<file path="config.mk">
export PLATFORM = sky130hd
export DESIGN_NAME = ecmr_rsp_queue
export DESIGN_NICKNAME = d
export VERILOG_FILES = /design/src/rtl/core/ecmr_pkg.sv /design/src/rtl/core/ecmr_rsp_queue.sv
export SDC_FILE = /design/constraint.sdc
export NUM_CORES = 1
export LEC_CHECK = 0
export ABC_AREA = 1
export BUFFER_PORTS_ARGS = -buffer_cell sky130_fd_sc_hd__buf_2
export CORE_MARGIN = 1
export CORE_UTILIZATION = 35
export CTS_BUF_LIST = sky130_fd_sc_hd__clkbuf_16
export DETAILED_ROUTE_END_ITERATION = 8
export PLACE_DENSITY = 0.51
export SLEW_MARGIN = 25
export SYNTH_ARGS = -nofsm -noshare
export SYNTH_HDL_FRONTEND = slang
export SYNTH_SLANG_ARGS = --single-unit
</file>
<file path="constraint.sdc">
create_clock -name clock -period 3.7 [get_ports clock]
set_input_delay 0.555 -clock clock [delete_from_list [all_inputs] [get_ports clock]]
set_output_delay 0.555 -clock clock [all_outputs]
set_load 0.005 [all_outputs]
</file>
<file path="src/rtl/core/ecmr_pkg.sv">
// Shared constants, codes and types of the edge coverage map recorder.
package ecmr_pkg;

   // Map geometry: 2^MAP_BITS counters of COUNT_W bits
   localparam int MAP_BITS     = 16;
   localparam int MAP_BITS_MAX = 24;
   localparam int MAP_DEPTH    = 1 << MAP_BITS;
   localparam int COUNT_W      = 8;
   localparam int ADDR_W       = 64;
   localparam int INDEX_W      = 16;
   localparam int CSR_INDEX_W  = 1;

   // Request modes
   localparam logic [1:0] MODE_EVENT = 2'd0;
   localparam logic [1:0] MODE_START = 2'd1;
   localparam logic [1:0] MODE_READ  = 2'd2;

   // Map operations carried down the pipeline
   localparam logic [1:0] OP_NONE = 2'd0;
   localparam logic [1:0] OP_INC  = 2'd1;
   localparam logic [1:0] OP_READ = 2'd2;

   // Register indexes
   localparam logic [CSR_INDEX_W-1:0] CSR_ALT_MODE = 1'b0;
   localparam logic [CSR_INDEX_W-1:0] CSR_ENTRY    = 1'b1;

   typedef struct packed {
      logic [1:0]          op;
      logic [MAP_BITS-1:0] idx;
      logic                started;
   } map_req_type;

   typedef struct packed {
      logic               recorded;
      logic [INDEX_W-1:0] map_index;
      logic [COUNT_W-1:0] count;
      logic               started;
   } rsp_type;

   // Low INDEX_W bits of a map index, zero-extended when the map is narrower
   function automatic logic [INDEX_W-1:0] out_index(input logic [MAP_BITS-1:0] idx);
      logic [MAP_BITS_MAX-1:0] ext;
      ext = MAP_BITS_MAX'(idx);
      return ext[INDEX_W-1:0];
   endfunction

endpackage

</file>
<file path="src/rtl/core/ecmr_rsp_queue.sv">
// Three-entry response queue that decouples the map pipeline from a stalled receiver.
module ecmr_rsp_queue (
   input  logic              clock,
   input  logic              reset,
   input  logic              push,
   input  ecmr_pkg::rsp_type push_data,
   input  logic              pop,
   output logic              not_empty,
   output logic [1:0]        level,
   output ecmr_pkg::rsp_type head
);
   import ecmr_pkg::*;

   localparam logic [1:0] LAST_SLOT = 2'd2;

   rsp_type    slot_ff [3];
   logic [1:0] wr_ptr_ff;
   logic [1:0] rd_ptr_ff;
   logic [1:0] level_ff;

   assign not_empty = (level_ff != 2'd0);
   assign level     = level_ff;
   assign head      = slot_ff[rd_ptr_ff];

   // Advance pointers and occupancy
   always_ff @(posedge clock) begin
      if (reset) begin
         wr_ptr_ff <= '0;
         rd_ptr_ff <= '0;
         level_ff  <= '0;
      end else begin
         if (push) begin
            wr_ptr_ff <= (wr_ptr_ff == LAST_SLOT) ? 2'd0 : wr_ptr_ff + 2'd1;
         end
         if (pop) begin
            rd_ptr_ff <= (rd_ptr_ff == LAST_SLOT) ? 2'd0 : rd_ptr_ff + 2'd1;
         end
         if (push && !pop) begin
            level_ff <= level_ff + 2'd1;
         end else if (pop && !push) begin
            level_ff <= level_ff - 2'd1;
         end
      end
   end

   // Store the incoming response
   always_ff @(posedge clock) begin
      if (push) begin
         slot_ff[wr_ptr_ff] <= push_data;
      end
   end

endmodule

</file>
==> results.cfg <==
[finish]
area_growth_pct = 20.9
stdcell_count = 414
multiInputGateArea_um2 = 599
n_fill_cell = 824
antennaDiodeCount = 0
final_cell_mix = 78 x edfxtp_1, 58 x buf_2, 51 x a21oi_1
final_nets = 332
final_common_cell = edfxtp_1
drive_gt1_share_pct = 28.4
layout.area.seq_mm2 = 0.00250

[route]
drc = 0
wirelength_mm = 6.29
drtIter0Drc = 78
via_count = 1977
vias_per_cell = 4.78
wire_per_inst_um = 15.2
ant_nets = 0
dr.pass1.iters = 4

[cts]
htree_levels = 3
cts.sinks = 86
cts_buffers = 9
clk_latency_ps = 330
clk_path_buf_depth = 2
post_cts_resized = 0
cts_tree = built
clockRootBuffer = clkbuf_16
cts_hold_buf = 0
postCtsSetupRepairBufs = 0
clk_pin_slew_ps = 60

[global_route]
grt_max_degree = 28
antenna_found_initial = 0
grt_pass1_vias = 1942
grt_first_pass_wirelength_mm = 10.0
overflow = 0
track_usage_pct = 14.0

[timing]
period_share_pct = 58.1
final.setup.tns_ps = 0
hold_violations = 0
setup_ws_ps = 1550
finalCriticalPeriod_ps = 2150
rsz0062_at_grt = no
worst_slew_pin_slew_ps = 685
finalSetupViolations = 0
clock_skew_ps = 6.50
max_clock_freq_ghz = 0.465
max-slew-margin-rel_pct = 54.3
slew_viol_final = 0

[place]
pre_cts_slack_ps = 1540
port_buffers = 58
gp_congestion = 0.683
hpwl_mm = 3.79
dp_cells = 398

[synth]
avgSynthCellArea_um2 = 13.7
synth_fp_nets = 269
synth.distinct_cells = 18
ys_seq_area_share_pct = 76.5
ys_warn_count = 0
syn_area_mm2 = 0.00327
ys_ff_latch = 86
syn_inst = 238

[worst_hold_path]
hp-class = input pin to register

[floorplan]
fp.coreArea_mm2 = 0.00889
rows = 34
start_util_pct = 36.8
die_h_um = 98.7
die_w_um = 98.7
die-area_mm2 = 0.00973
pin_count = 59

[power_and_ir_drop]
power.leakage_nw = 1.51
fin_total_pwr_w = 0.00226
power_density_mw_per_mm2 = 573
ir_drop_mv = 0.246

[critical_path]
critPathKind = register to output port
required_ps = 3140
path_max_fanout = 27
end_kind = output port
startpoint_type = register
critPathArrivalTime_ps = 1600

[flow_run]
cap_violations = 0

[status]
status = finished, final reports clean
-- registers in the layout (all words and copies together), names as in the netlist, named ones only --
name	count
wr_ptr_ff	2
level	2
rd_ptr_ff	2
slot_ff	78
-- cells in the mapped netlist --
library cell  count  area [um2]
a21oi_1          51         255
a21oi_2           5        43.8
buf_4             2        15.0
buf_6             6        67.6
buf_8             2        30.0
dfxtp_1           8         160
edfxtp_1         78        2340
ha_1              1        12.5
inv_1            13        48.8
inv_4             1        6.26
inv_8             1        11.3
nand2_1          34         128
nand3_1           3        15.0
nand4_1           1        6.26
nor2_1           28         105
nor3_1            1        5.00
nor3b_1           1        7.51
o21ai_0           2        10.0
-- critical path, cell delays in order (launching register included) --
cell and delay (ps):
dfxtp_1 300, buf_4 230, inv_4 290, nor2_1 80, a21oi_1 210, buf_2 150
-- worst paths after layout --
check,end,startpoint,cells after the start,slack (ps)
worst max-delay path,head[2],register,5,1550
worst min-delay path,wr_ptr_ff[1],reset,2,410
worst max register to register,slot_ff[0][4],wr_ptr_ff[1],4,1970
worst min register to register,wr_ptr_ff[1],wr_ptr_ff[1],2,460
-- stage by stage --
step	hold WS (ps)	instance area, um2	utilization (%)
2_1_floorplan	437	3270	-
3_3_place_gp	456	3630	40.8
3_5_place_dp	457	3630	40.8
4_1_cts	402	3940	44.4
5_1_grt	410	3950	44.4
6_report	405	3950	44.4
-- power by group --
| group | switching, W | internal (W) | leakage, nW |
|---|---|---|---|
| clock | 0.000346 | 0.000586 | 0.149 |
| combinational | 0.000122 | 0.0000823 | 0.573 |
| sequential | 0.0000202 | 0.00111 | 0.788 |
| total | 0.000488 | 0.00178 | 1.51 |
-- logic make-up (layout without fill, tap and decap cells) --
group                      Yosys count  after routing  synth area share (%)
DFF                                 86             86                  76.5
and+or+nand+nor                     68             68                  8.15
AOI/OAI and AO/OA                   58             58                  9.45
buffers and inverters               25             93                  5.47
adders and majority gates            1              1                 0.383
-- area by class of cell --
| cell class | count | share of cell area [%] |
|---|---|---|
| well taps | 108 | 3.42 |
| multi-input cells | 127 | 15.2 |
| flip-flops and latches | 86 | 63.4 |
| clock inverters | 7 | 2.25 |
| inverters | 15 | 1.68 |
| clock buffers | 9 | 5.70 |
| repair buffers | 62 | 8.42 |
-- metal layers --
| layer | vias up | GRT usage (%) | wire length, um |
|---|---|---|---|
| met5 | - | 0 | 0 |
| met4 | 0 | 6.54 | 105 |
| met3 | 9 | 3.83 | 291 |
| met2 | 43 | 22.4 | 2960 |
| met1 | 947 | 17.7 | 2930 |
| li1 | 978 | - | - |
Power figures use the tool's default switching activity.
