--- config.mk ---
export PLATFORM = sky130hd
export DESIGN_NAME = ecmr_ctrl
export DESIGN_NICKNAME = d
export VERILOG_FILES = /design/src/rtl/core/ecmr_pkg.sv /design/src/rtl/core/ecmr_ctrl.sv
export SDC_FILE = /design/constraint.sdc
export NUM_CORES = 1
export LEC_CHECK = 0
export BUFFER_PORTS_ARGS = -buffer_cell sky130_fd_sc_hd__buf_4
export CAP_MARGIN = 20
export CORE_ASPECT_RATIO = 1.25
export CORE_UTILIZATION = 45
export CTS_BUF_LIST = sky130_fd_sc_hd__clkbuf_4 sky130_fd_sc_hd__clkbuf_8
export DETAILED_ROUTE_END_ITERATION = 6
export PLACE_DENSITY = 0.82
export SLEW_MARGIN = 20
export SYNTH_ARGS = -nofsm -noshare
export SYNTH_HDL_FRONTEND = slang
export SYNTH_SLANG_ARGS = --single-unit
--- constraint.sdc ---
create_clock -name clock -period 1.75 [get_ports clock]
set_input_delay 0 -clock clock [delete_from_list [all_inputs] [get_ports clock]]
set_output_delay 0 -clock clock [all_outputs]
set_load 0.01 [all_outputs]
--- src/rtl/core/ecmr_pkg.sv ---
// Shared constants, codes and types of the edge coverage map recorder.
package ecmr_pkg;

   // Map geometry: 2^MAP_BITS counters of COUNT_W bits
   localparam int MAP_BITS     = 16;
   localparam int MAP_BITS_MAX = 24;
   localparam int MAP_DEPTH    = 1 << MAP_BITS;
   localparam int COUNT_W      = 8;
   localparam int ADDR_W       = 64;
   localparam int INDEX_W      = 16;
   localparam int CSR_INDEX_W  = 1;

   // Request modes
   localparam logic [1:0] MODE_EVENT = 2'd0;
   localparam logic [1:0] MODE_START = 2'd1;
   localparam logic [1:0] MODE_READ  = 2'd2;

   // Map operations carried down the pipeline
   localparam logic [1:0] OP_NONE = 2'd0;
   localparam logic [1:0] OP_INC  = 2'd1;
   localparam logic [1:0] OP_READ = 2'd2;

   // Register indexes
   localparam logic [CSR_INDEX_W-1:0] CSR_ALT_MODE = 1'b0;
   localparam logic [CSR_INDEX_W-1:0] CSR_ENTRY    = 1'b1;

   typedef struct packed {
      logic [1:0]          op;
      logic [MAP_BITS-1:0] idx;
      logic                started;
   } map_req_type;

   typedef struct packed {
      logic               recorded;
      logic [INDEX_W-1:0] map_index;
      logic [COUNT_W-1:0] count;
      logic               started;
   } rsp_type;

   // Low INDEX_W bits of a map index, zero-extended when the map is narrower
   function automatic logic [INDEX_W-1:0] out_index(input logic [MAP_BITS-1:0] idx);
      logic [MAP_BITS_MAX-1:0] ext;
      ext = MAP_BITS_MAX'(idx);
      return ext[INDEX_W-1:0];
   endfunction

endpackage

--- src/rtl/core/ecmr_ctrl.sv ---
// Recording control: registers, entry match, previous location and map operation decode.
module ecmr_ctrl (
   input  logic                                   clock,
   input  logic                                   reset,
   input  logic                                   csr_wr_en,
   input  logic [ecmr_pkg::CSR_INDEX_W-1:0]       csr_index,
   input  logic [ecmr_pkg::ADDR_W-1:0]            csr_wdata,
   input  logic                                   accept,
   input  logic [1:0]                             mode,
   input  logic [ecmr_pkg::ADDR_W-1:0]            block_address,
   input  logic                                   first_in_block,
   input  logic                                   last_in_block,
   input  logic                                   is_return,
   input  logic                                   is_cond_branch,
   input  logic                                   is_indirect_call,
   input  logic                                   is_multiway_branch,
   input  logic [ecmr_pkg::INDEX_W-1:0]           read_index,
   output ecmr_pkg::map_req_type                  map_req
);
   import ecmr_pkg::*;

   logic                alt_mode_ff;
   logic [ADDR_W-1:0]   entry_ff;
   logic [MAP_BITS-1:0] prev_ff, prev_in;
   logic                rec_ff, rec_in;
   logic                seen_ff, seen_in;
   logic                pend_ff, pend_in;

   logic [MAP_BITS-1:0] block_id;
   logic [MAP_BITS-1:0] read_idx;
   logic                entry_hit;
   logic                ends_branch;

   assign block_id    = block_address[MAP_BITS:1];
   assign read_idx    = MAP_BITS'(MAP_BITS_MAX'(read_index));
   assign entry_hit   = !seen_ff && (entry_ff != '0) && (block_address == entry_ff);
   assign ends_branch = last_in_block && !is_return
                        && (is_cond_branch || is_indirect_call || is_multiway_branch);

   // Decode the request into a map operation and the next control state
   always_comb begin
      prev_in     = prev_ff;
      rec_in      = rec_ff;
      seen_in     = seen_ff;
      pend_in     = pend_ff;
      map_req.op  = OP_NONE;
      map_req.idx = '0;
      case (mode)
         MODE_START: begin
            rec_in  = 1'b1;
            prev_in = '0;
         end
         MODE_READ: begin
            map_req.op  = OP_READ;
            map_req.idx = read_idx;
         end
         MODE_EVENT: begin
            if (!alt_mode_ff) begin
               if (first_in_block) begin
                  if (!rec_ff) begin
                     if (entry_hit) begin
                        seen_in = 1'b1;
                        rec_in  = 1'b1;
                     end
                  end else begin
                     map_req.op  = OP_INC;
                     map_req.idx = prev_ff ^ block_id;
                     prev_in     = {1'b0, block_id[MAP_BITS-1:1]};
                  end
               end
            end else begin
               if (!rec_ff) begin
                  if (entry_hit) begin
                     seen_in = 1'b1;
                     rec_in  = 1'b1;
                  end
               end else begin
                  if (pend_ff) begin
                     pend_in     = 1'b0;
                     map_req.op  = OP_INC;
                     map_req.idx = prev_ff ^ block_id;
                     prev_in     = {1'b0, block_id[MAP_BITS-1:1]};
                  end
                  if (ends_branch) begin
                     pend_in = 1'b1;
                  end
               end
            end
         end
         default: begin
         end
      endcase
      map_req.started = rec_in;
   end

   // Hold configuration and advance control state on each accepted request
   always_ff @(posedge clock) begin
      if (reset) begin
         alt_mode_ff <= 1'b0;
         entry_ff    <= '0;
         prev_ff     <= '0;
         rec_ff      <= 1'b0;
         seen_ff     <= 1'b0;
         pend_ff     <= 1'b0;
      end else begin
         if (csr_wr_en) begin
            case (csr_index)
               CSR_ALT_MODE: alt_mode_ff <= csr_wdata[0];
               CSR_ENTRY:    entry_ff    <= csr_wdata;
               default: begin
               end
            endcase
         end
         if (accept) begin
            prev_ff <= prev_in;
            rec_ff  <= rec_in;
            seen_ff <= seen_in;
            pend_ff <= pend_in;
         end
      end
   end

endmodule

==> results of run 1 <==
==> metrics by stage <==
step,setup TNS (ns),area [um2],util (%),hold slack (ns)
CTS,-0.5137,7025,79.44,0.02001
global route,-1.060,7091,80.18,0.08200
finish,-0.5621,7091,80.18,0.02363
floorplan,0,4155,-,0.1333
global placement,-0.3687,5871,66.38,0.2473
detailed placement,-0.5322,5871,66.38,0.2573
==> per-layer routing <==
metal	vias up	track usage, %	part of all wire [%]
met3	73	6.081	5.8
li1	2434	-	-
met1	2449	37.82	37
met2	269	68.11	52
met4	0	22.72	5.2
met5	-	0	0
==> state kept, by name, summed over array words and instances (netlist names) <==
name	count
pend_ff	1
rec_ff	1
seen_ff	1
entry_ff	64
prev_ff	15
alt_mode_ff	1
==> worst max-delay path, stage by stage, from the launching register on <==
cell      delay, ns
dfxtp_1        0.36
xor2_1         0.20
nor4_1         0.35
nand4_1        0.16
nor3_2         0.25
a31oi_1        0.13
o21bai_1       0.21
buf_4          0.15
==> timing repair <==
action                                  CTS  global route
resized for setup                        26            15
setup buffers                             1             1
pin swaps                                11             4
endpoints found under the setup margin   13             9
hold buffers                             83             0
endpoints found under the hold margin    83             0
==> final cells by class <==
| cell class | instances | area [um2] |
|---|---|---|
| clock buffer | 9 | 123.9 |
| clock inverter | 7 | 68.82 |
| fill | 572 | 1753 |
| inverter | 18 | 68.82 |
| multi-input combinational | 418 | 2491 |
| sequential | 83 | 1668 |
| tap | 120 | 150.1 |
| timing repair buffer | 303 | 2520 |
==> power by group <==
group          total (mW)  leakage [nW]  switching (mW)  internal [mW]
Clock                1.38        0.0950           0.731          0.653
Sequential           2.03         0.679          0.0733           1.96
Combinational        1.11          2.26           0.481          0.625
==> cell usage after synthesis <==
cell type,n
mux2i_1,1
a21oi_1,66
buf_6,1
nor2_1,22
a2111oi_0,7
mux2_2,1
o21ai_0,15
nor4b_1,1
a22o_1,1
nand2_1,147
nand4_1,11
a32oi_1,1
a221oi_1,2
o22ai_1,6
and2_1,1
clkinvlp_2,1
o41ai_2,1
o21bai_1,2
xor2_1,32
nor4_2,1
clkinv_1,1
clkbuf_1,23
nor4_1,24
inv_1,13
or4_1,1
xnor2_1,22
a221o_2,1
inv_2,3
buf_4,1
buf_1,2
nand2b_1,9
a31oi_1,1
nor2b_1,19
nor3_1,3
nand3_1,3
dfxtp_1,83
o2111a_1,2
a22oi_1,14
or2b_2,1
==> worst paths after layout <==
| path | from | endpoint | slack, ns |
|---|---|---|---|
| min reg2reg | entry_ff[18] | entry_ff[18] | 0.49 |
| min | csr_wr_en | alt_mode_ff | 0.02 |
| max | entry_ff[3] | map_req[0] | -0.42 |
| max reg2reg | entry_ff[3] | seen_ff | -0.13 |
==> cell families (layout without fill, tap and decap cells) <==
group,Yosys count,in the layout,synth area share (%)
xor gates and xnor gates,54,54,11.38
muxes,2,2,0.5119
and+or+nand+nor,243,243,26.53
DFF,83,83,39.99
AOI/OAI and AO/OA,119,119,17.22
buffers and inverters,45,337,4.366
==> results by group, run 1 <==
Run status
  • Status: finished, violations left
  • Failing checks: negative setup slack

Yosys
  • Yosys warnings: 0
  • Seq cells post-synth: 83
  • Area contributors post-synth: dfxtp_1, nand2_1, a21oi_1
  • Synth Cell Area: 4155 um2
  • Sequential element share of the synthesized area: 39.99%
  • Yosys cell types: 39
  • Biggest area consumer among synthesized cells: dfxtp_1
  • Average cell area after synthesis: 7.610 um2
  • Synth top area share: 39.99%
  • Synthesized instance count: 546
  • Synth Net Count: 703

Layout
  • Commonest non-fill, non-tap cell in the layout: buf_4
  • Layout Nets: 990
  • Non-filler cells, final: 958
  • Most frequent cells in the layout: buf_4, nand2_1, dlygate4sd3_1
  • # diodes: 0
  • Synth-to-Final Area Change: 70.64%
  • Layout cells sized above 1: 33.17%

Detailed routing
  • Vias per cell: 5.454
  • Total number of vias: 5225
  • WL per Instance: 18.04 um
  • DRC: 0
  • Iter 0 DRT Violations: 305
  • Post-Route WL: 17290 um
  • Router iterations before antenna repair: 5
  • Final ANT Viol Nets: 0

Floorplan
  • Die Footprint: 9625 um2
  • Die width: 87.95 um
  • Initial core utilization: 46.99%
  • Die H: 109.4 um
  • Total I/O pin count: 176
  • Row count: 38
  • Core area: 8843 um2

Critical path
  • Cells on worst reg2reg path: 7
  • Critical path class: reg -> out
  • Critical path launch point type: flip-flop
  • Critical path arrival: 2.17 ns
  • Worst-path fanout max: 3
  • Crit end category: output pin
  • Critical path required time: 1.75 ns

Pwr
  • Overall power: 4.523 mW
  • PD cells: 637.9 nW/um2
  • VDD IR-drop max: 0.4581 mV
  • Static Leak: 3.032 nW

STA
  • Setup violations, final: 3
  • Unrepaired setup endpoints after global routing: yes
  • Final worst path period share: 123.8%
  • Final setup margin: -0.4162 ns
  • Least-Margin Pin Slew: 0.5743 ns
  • Slew Viols, Final: 0
  • Final hold violation count: 0
  • Clock skew: 0.009800 ns
  • Peak Freq: 461.6 MHz
  • Min Tclk post-route: 2.166 ns
  • Rel. slew slack: 61.68%

Placement
  • Hpwl dp: 11630 um
  • Setup WS pre-CTS: -0.2577 ns
  • Placer Congestion: 0.9027
  • I/O Buffers: 175
  • Cell total after placement: 857

Clock tree
  • Total CTS buffers: 9
  • Htree depth: 3
  • TritonCTS clock tree: built
  • CTS clk-pin slew, worst paths: 0.09 ns
  • Clk_lat worst skew: 0.37 ns
  • CTS root buf: clkbuf_8
  • Clock sinks: 83
  • Max clock buf depth: 2

Hold path
  • HP Class: in -> reg
  • Hold Crit Depth: 4

Global route
  • Vias in the first global route: 5399
  • Total track usage: 36.69%
  • First-pass GRT wire length: 26130 um
  • Largest net degree at the start of global routing: 65
  • Gr ovfl total: 0
  • Number of antenna violations at the first check in global routing: 0

Run
  • Max-Cap Viols: 0
No activity file was read; power rests on OpenSTA's default activity.
==> run 2, diff against run 1 <==
- clock period: 1.75 -> 1.97 ns (I/O delays scaled with it)
==> run 2 against run 1 <==
  * The run still ends with negative setup slack left
  * Flip-flop and latch count stayed put
  * Cell area is 4.6% lower
  * Final cell count is 3.3% lower
  * Setup slack better by 0.24 ns
  * Die area stayed put
  * Routed wire length is 7.8% lower
  * Power is 11% lower
  * Count of clock-buffer cells in the layout is 2 higher
  * Clock power is 5% lower
  * Sequential power is 11% lower
  * Core utilization is 3.7 points lower
  * First-iteration DRC count is 59% higher
  * Largest cell class is now multi-input combinational cells
==> results by group, run 2 (same netlist as run 1, synthesis figures left out) <==
Hold path
  • Hold Crit Depth: 3
  • HP Class: in -> reg
  • Worst Hold End: prev_ff[13]
  • Min-delay src: block_address[15]

Layout
  • Commonest non-fill, non-tap cell in the layout: buf_4
  • Final Util: 76.53%
  • Layout cells sized above 1: 29.78%
  • Most frequent cells in the layout: buf_4, nand2_1, dlygate4sd3_1
  • Layout Nets: 958
  • Largest reg by FF count: entry_ff
  • # fillers: 591
  • Biggest regs: entry_ff x64, prev_ff x15
  • Final instance area: 6768 um2
  • Synth-to-Final Area Change: 62.87%
  • Max FFs per register: 64
  • Non-filler cells, final: 926
  • # diodes: 0

Clock tree
  • CTS clk-pin slew, worst paths: 0.09 ns
  • TritonCTS clock tree: built
  • Htree depth: 3
  • Clk_lat worst skew: 0.36 ns
  • Setup bufs post-CTS: 0
  • Max clock buf depth: 2
  • Total CTS buffers: 9
  • Clock sinks: 83
  • CTS root buf: clkbuf_8

Placement
  • Area post-placement: 5628 um2
  • Hpwl dp: 10970 um
  • I/O Buffers: 175
  • Setup WS pre-CTS: 0.05760 ns
  • Placer Congestion: 1.042
  • Cell total after placement: 828

Detailed routing
  • Total number of vias: 5099
  • Iter 0 DRT Violations: 485
  • Post-Route WL: 15940 um
  • WL per Instance: 17.21 um
  • Final ANT Viol Nets: 0
  • DRC: 0
  • Vias per cell: 5.506
  • Router iterations before antenna repair: 6

Pwr
  • Sequential share of power: 45.3%
  • Psw: 1.105 mW
  • Part of the power in the clock network: 32.6%
  • Overall power: 4.007 mW
  • Combinational fraction of design power: 22.1%
  • Static Leak: 2.842 nW
  • VDD IR-drop max: 0.4347 mV
  • Sw Ratio: 27.57%
  • PD cells: 592.1 nW/um2
  • Int Power: 2.902 mW

Global route
  • First-pass GRT wire length: 23870 um
  • Total track usage: 33.04%
  • Gr ovfl total: 0
  • Number of antenna violations at the first check in global routing: 0
  • Vias in the first global route: 4963
  • Largest net degree at the start of global routing: 36

STA
  • Clock skew: 0.01180 ns
  • Final worst path period share: 108.7%
  • Setup violations, final: 1
  • Final setup margin: -0.1722 ns
  • Peak Freq: 466.8 MHz
  • Slew Viols, Final: 0
  • Rel. slew slack: 53.55%
  • Least-Margin Pin Slew: 0.6967 ns
  • Min Tclk post-route: 2.142 ns
  • Final hold violation count: 0
  • Unrepaired setup endpoints after global routing: yes

Critical path
  • Cells on worst reg2reg path: 6
  • Worst-path fanout max: 4
  • Reg2Reg Capture Point: seen_ff
  • Flop-to-flop setup slack: 0.14 ns
  • CP cell instances: nor4_2, nand4_1, nor4_2, nor3_2, a31oi_1, o21bai_1, buf_4
  • Critical path class: reg -> out
  • CP most frequent cell: nor4_2
  • Critical path arrival: 2.14 ns
  • Max incr delay on CP: 0.37 ns
  • Crit end category: output pin
  • Critical path required time: 1.97 ns
  • Critical path launch point type: flip-flop
  • Slowest cell on crit path: dfxtp_1
  • Worst flop-to-flop path startpoint: entry_ff[12]

Floorplan
  • Total I/O pin count: 176
  • Core area: 8843 um2
  • Die width: 87.95 um
  • Die Footprint: 9625 um2
  • Die H: 109.4 um
  • Row count: 38
  • Initial core utilization: 46.99%

Run
  • Max-Cap Viols: 0

Run status
  • Status: finished, violations left
  • Failing checks: negative setup slack
==> run 2: changes by cell type in the layout (fill, tap and decap cells not counted), sizes merged <==
cell,change
clkinvlp,-1
dlygate4sd3,-1
clkbuf,+2
buf,-31
clkinv,-2
inv,+1
==> run 2: worst max-delay path by stage <==
| stage | start | end | slack (ns) | depth (start not counted) |
|---|---|---|---|---|
| floorplan | entry_ff[5] | seen_ff | 0.26 | 6 |
| global placement | entry_ff[14] | seen_ff | 0.10 | 6 |
| detailed placement | entry_ff[14] | seen_ff | 0.06 | 6 |
| CTS | entry_ff[12] | map_req[0] | -0.15 | 7 |
| global route | entry_ff[37] | map_req[0] | -0.25 | 7 |
| finish | entry_ff[11] | map_req[0] | -0.17 | 7 |
==> run 2: what timing repair did <==
| action | CTS | global route |
|---|---|---|
| resized for setup | 14 | 15 |
| endpoints found under the setup margin | 1 | 3 |
| endpoints found under the hold margin | 82 | 0 |
| hold buffers | 82 | 0 |
| pin swaps | 8 | 3 |
==> run 2: critical path: cells and delay by family, from the launching register on <==
family	cells	cell delay (ns)
compound gates	2	0.29
buf+inv	1	0.15
flops	1	0.37
simple gates	4	0.98
==> run 2: power groups by stage <==
stage | registers, mW | clock network [mW] | logic [mW]
finish | 1.81 | 1.31 | 0.886
global route | 1.82 | 1.38 | 0.946
CTS | 1.81 | 1.31 | 0.848
detailed placement | 1.84 | 0 | 0.703
global placement | 1.84 | 0 | 0.695
floorplan | 1.82 | 0 | 0.308
==> run 2: through the flow <==
step	hold slack [ns]	TNS (ns)
2_1_floorplan	0.1333	0
5_1_grt	0.03614	-0.2480
6_report	0.02554	-0.1722
4_1_cts	0.01058	-0.1503
3_5_place_dp	0.2557	0
3_3_place_gp	0.2503	0
==> run 2: layout make-up <==
cell class,instances,area (um2),area share (%)
multi-input cells,418,2412,35.64
repair buffers,271,2252,33.28
flip-flops and latches,83,1673,24.72
clock buffers,11,151.4,2.237
well taps,120,150.1,2.219
inverters,18,68.82,1.017
clock inverters,5,60.06,0.8874
==> run 2: layer usage <==
metal / GRT usage (%) / part of all wire [%]
met3: 5.856 / 7.7
met1: 36.88 / 38
met2: 58.31 / 50
met5: 0 / 0
met4: 19.20 / 5.2
==> run 3, diff against run 2 <==
- CORE_UTILIZATION: 45 -> 40
- PLACE_DENSITY: 0.82 -> 0.74
==> run 3 against run 2 <==
  * The run still ends with negative setup slack left
  * Clock power down 5%
  * Count of clock-buffer cells in the layout up 1
  * Register-to-register slack about the same
  * Die area up 12%
  * Via count down 3.7%
  * Critical path depth unchanged
  * Non-clock buffer count up 7
  * Critical endpoint unchanged
==> results by group, run 3 (same netlist as run 1, synthesis figures left out) <==
Run status
  • Status: finished, violations left
  • Failing checks: negative setup slack

STA
  • Final worst path period share: 107.9%
  • Min Tclk post-route: 2.125 ns
  • Clock skew: 0.01286 ns
  • Peak Freq: 470.6 MHz
  • Least-Margin Pin Slew: 0.7448 ns
  • Setup violations, final: 1
  • Rel. slew slack: 50.34%
  • Final Hold Slack: 0.02267 ns
  • Slew Viols, Final: 0
  • Setup TNS: -0.1551 ns
  • Final setup margin: -0.1551 ns
  • Final hold violation count: 0
  • Unrepaired setup endpoints after global routing: yes

Layout
  • # diodes: 0
  • Max FFs per register: 64
  • Layout cells sized above 1: 32.72%
  • Final Util: 68.69%
  • Biggest regs: entry_ff x64, prev_ff x15
  • Most frequent cells in the layout: buf_4, nand2_1, dlygate4sd3_1
  • Commonest non-fill, non-tap cell in the layout: buf_4
  • Synth-to-Final Area Change: 67.06%
  • Non-filler cells, final: 942
  • Layout Nets: 965
  • Largest reg by FF count: entry_ff

Placement
  • I/O Buffers: 175
  • Cell total after placement: 840
  • Setup WS pre-CTS: -0.1196 ns
  • Hpwl dp: 11060 um
  • Placer Congestion: 0.9233

Floorplan
  • Core area: 10110 um2
  • Total I/O pin count: 176
  • Die Footprint: 10800 um2
  • Die H: 116.0 um
  • Initial core utilization: 41.12%
  • Die width: 93.16 um
  • Row count: 41

Detailed routing
  • WL per Instance: 16.44 um
  • Router iterations before antenna repair: 5
  • Total number of vias: 4911
  • Final ANT Viol Nets: 0
  • Vias per cell: 5.213
  • DRC: 0
  • Iter 0 DRT Violations: 297
  • Post-Route WL: 15490 um

Clock tree
  • Htree depth: 3
  • CTS clk-pin slew, worst paths: 0.09 ns
  • CTS root buf: clkbuf_8
  • Total CTS buffers: 9
  • Max clock buf depth: 2
  • Clock sinks: 83
  • Clk_lat worst skew: 0.36 ns
  • TritonCTS clock tree: built

Critical path
  • Worst-path fanout max: 2
  • Crit end category: output pin
  • Critical path required time: 1.97 ns
  • CP cell instances: inv_2, o22ai_1, or4_4, nor4_4, a31oi_1, o21bai_1, buf_4
  • Critical path arrival: 2.13 ns
  • Critical path class: reg -> out
  • Critical path launch point type: flip-flop
  • Top delay family on crit path: simple AND/OR/NAND/NOR gates
  • Slowest cell on crit path: or4_4
  • Crit path buffers/inverters: 2
  • Max incr delay on CP: 0.54 ns

Pwr
  • VDD IR-drop max: 0.4180 mV
  • Static Leak: 2.910 nW
  • PD cells: 573.7 nW/um2

Run
  • Max-Cap Viols: 0

Global route
  • Total track usage: 28.73%
  • Gr ovfl total: 0
  • Number of antenna violations at the first check in global routing: 0
  • Largest net degree at the start of global routing: 65
  • First-pass GRT wire length: 23400 um
  • Vias in the first global route: 4730

Hold path
  • HP Class: in -> reg
## run 3: final timing paths
check          startpoint     endpoint  slack (ns)  depth (start not counted)
min             csr_wr_en  alt_mode_ff        0.02                          4
max          entry_ff[19]   map_req[0]       -0.16                          7
max reg2reg  entry_ff[19]      seen_ff        0.14                          6
min reg2reg   entry_ff[5]  entry_ff[5]        0.47                          2
## run 3: report_power, final
group | internal (mW) | switching [mW]
clock network | 0.647 | 0.605
logic | 0.524 | 0.395
registers | 1.74 | 0.0710
total | 2.91 | 1.07
## run 3: routing by layer
metal	global-route usage [%]	share of wire [%]	up-vias	wire, um
met4	12.82	3.7	0	569
met2	53.19	53	215	8146
met3	4.921	5.9	42	915
li1	-	-	2386	-
met1	32.00	38	2268	5855
met5	0	0	-	0
## run 3: area by class of cell
type                            instances  area, um2
Inverter                               18      68.82
Sequential cell                        83       1685
Fill cell                             797       3164
Tap cell                              129      161.4
Timing Repair Buffer                  278       2305
Clock inverter                          4      50.05
Clock buffer                           12      152.6
Multi-Input combinational cell        418       2519
## run 3: per-stage QoR
step	cell area, um2	power (mW)
global route	6942	4.136
floorplan	4155	2.132
global placement	5662	2.559
CTS	6777	3.947
finish	6942	3.983
detailed placement	5662	2.565
## run 3: worst reg2reg max path, delay by kind of cell (launching register included)
family	cells	cell delay (ns)
DFF	1	0.33
buffers and inverters	1	0.07
and+or+nand+nor	3	0.95
AOI/OAI and AO/OA	2	0.37
## run 3: timing repair
| item | 4_1_cts | 5_1_grt |
|---|---|---|
| endpoints found under the setup margin | 2 | 13 |
| pin swaps | 9 | 20 |
| hold endpoints to repair | 83 | 0 |
| hold buffers | 82 | 0 |
| buffers inserted | 1 | 3 |
| resized for setup | 23 | 34 |
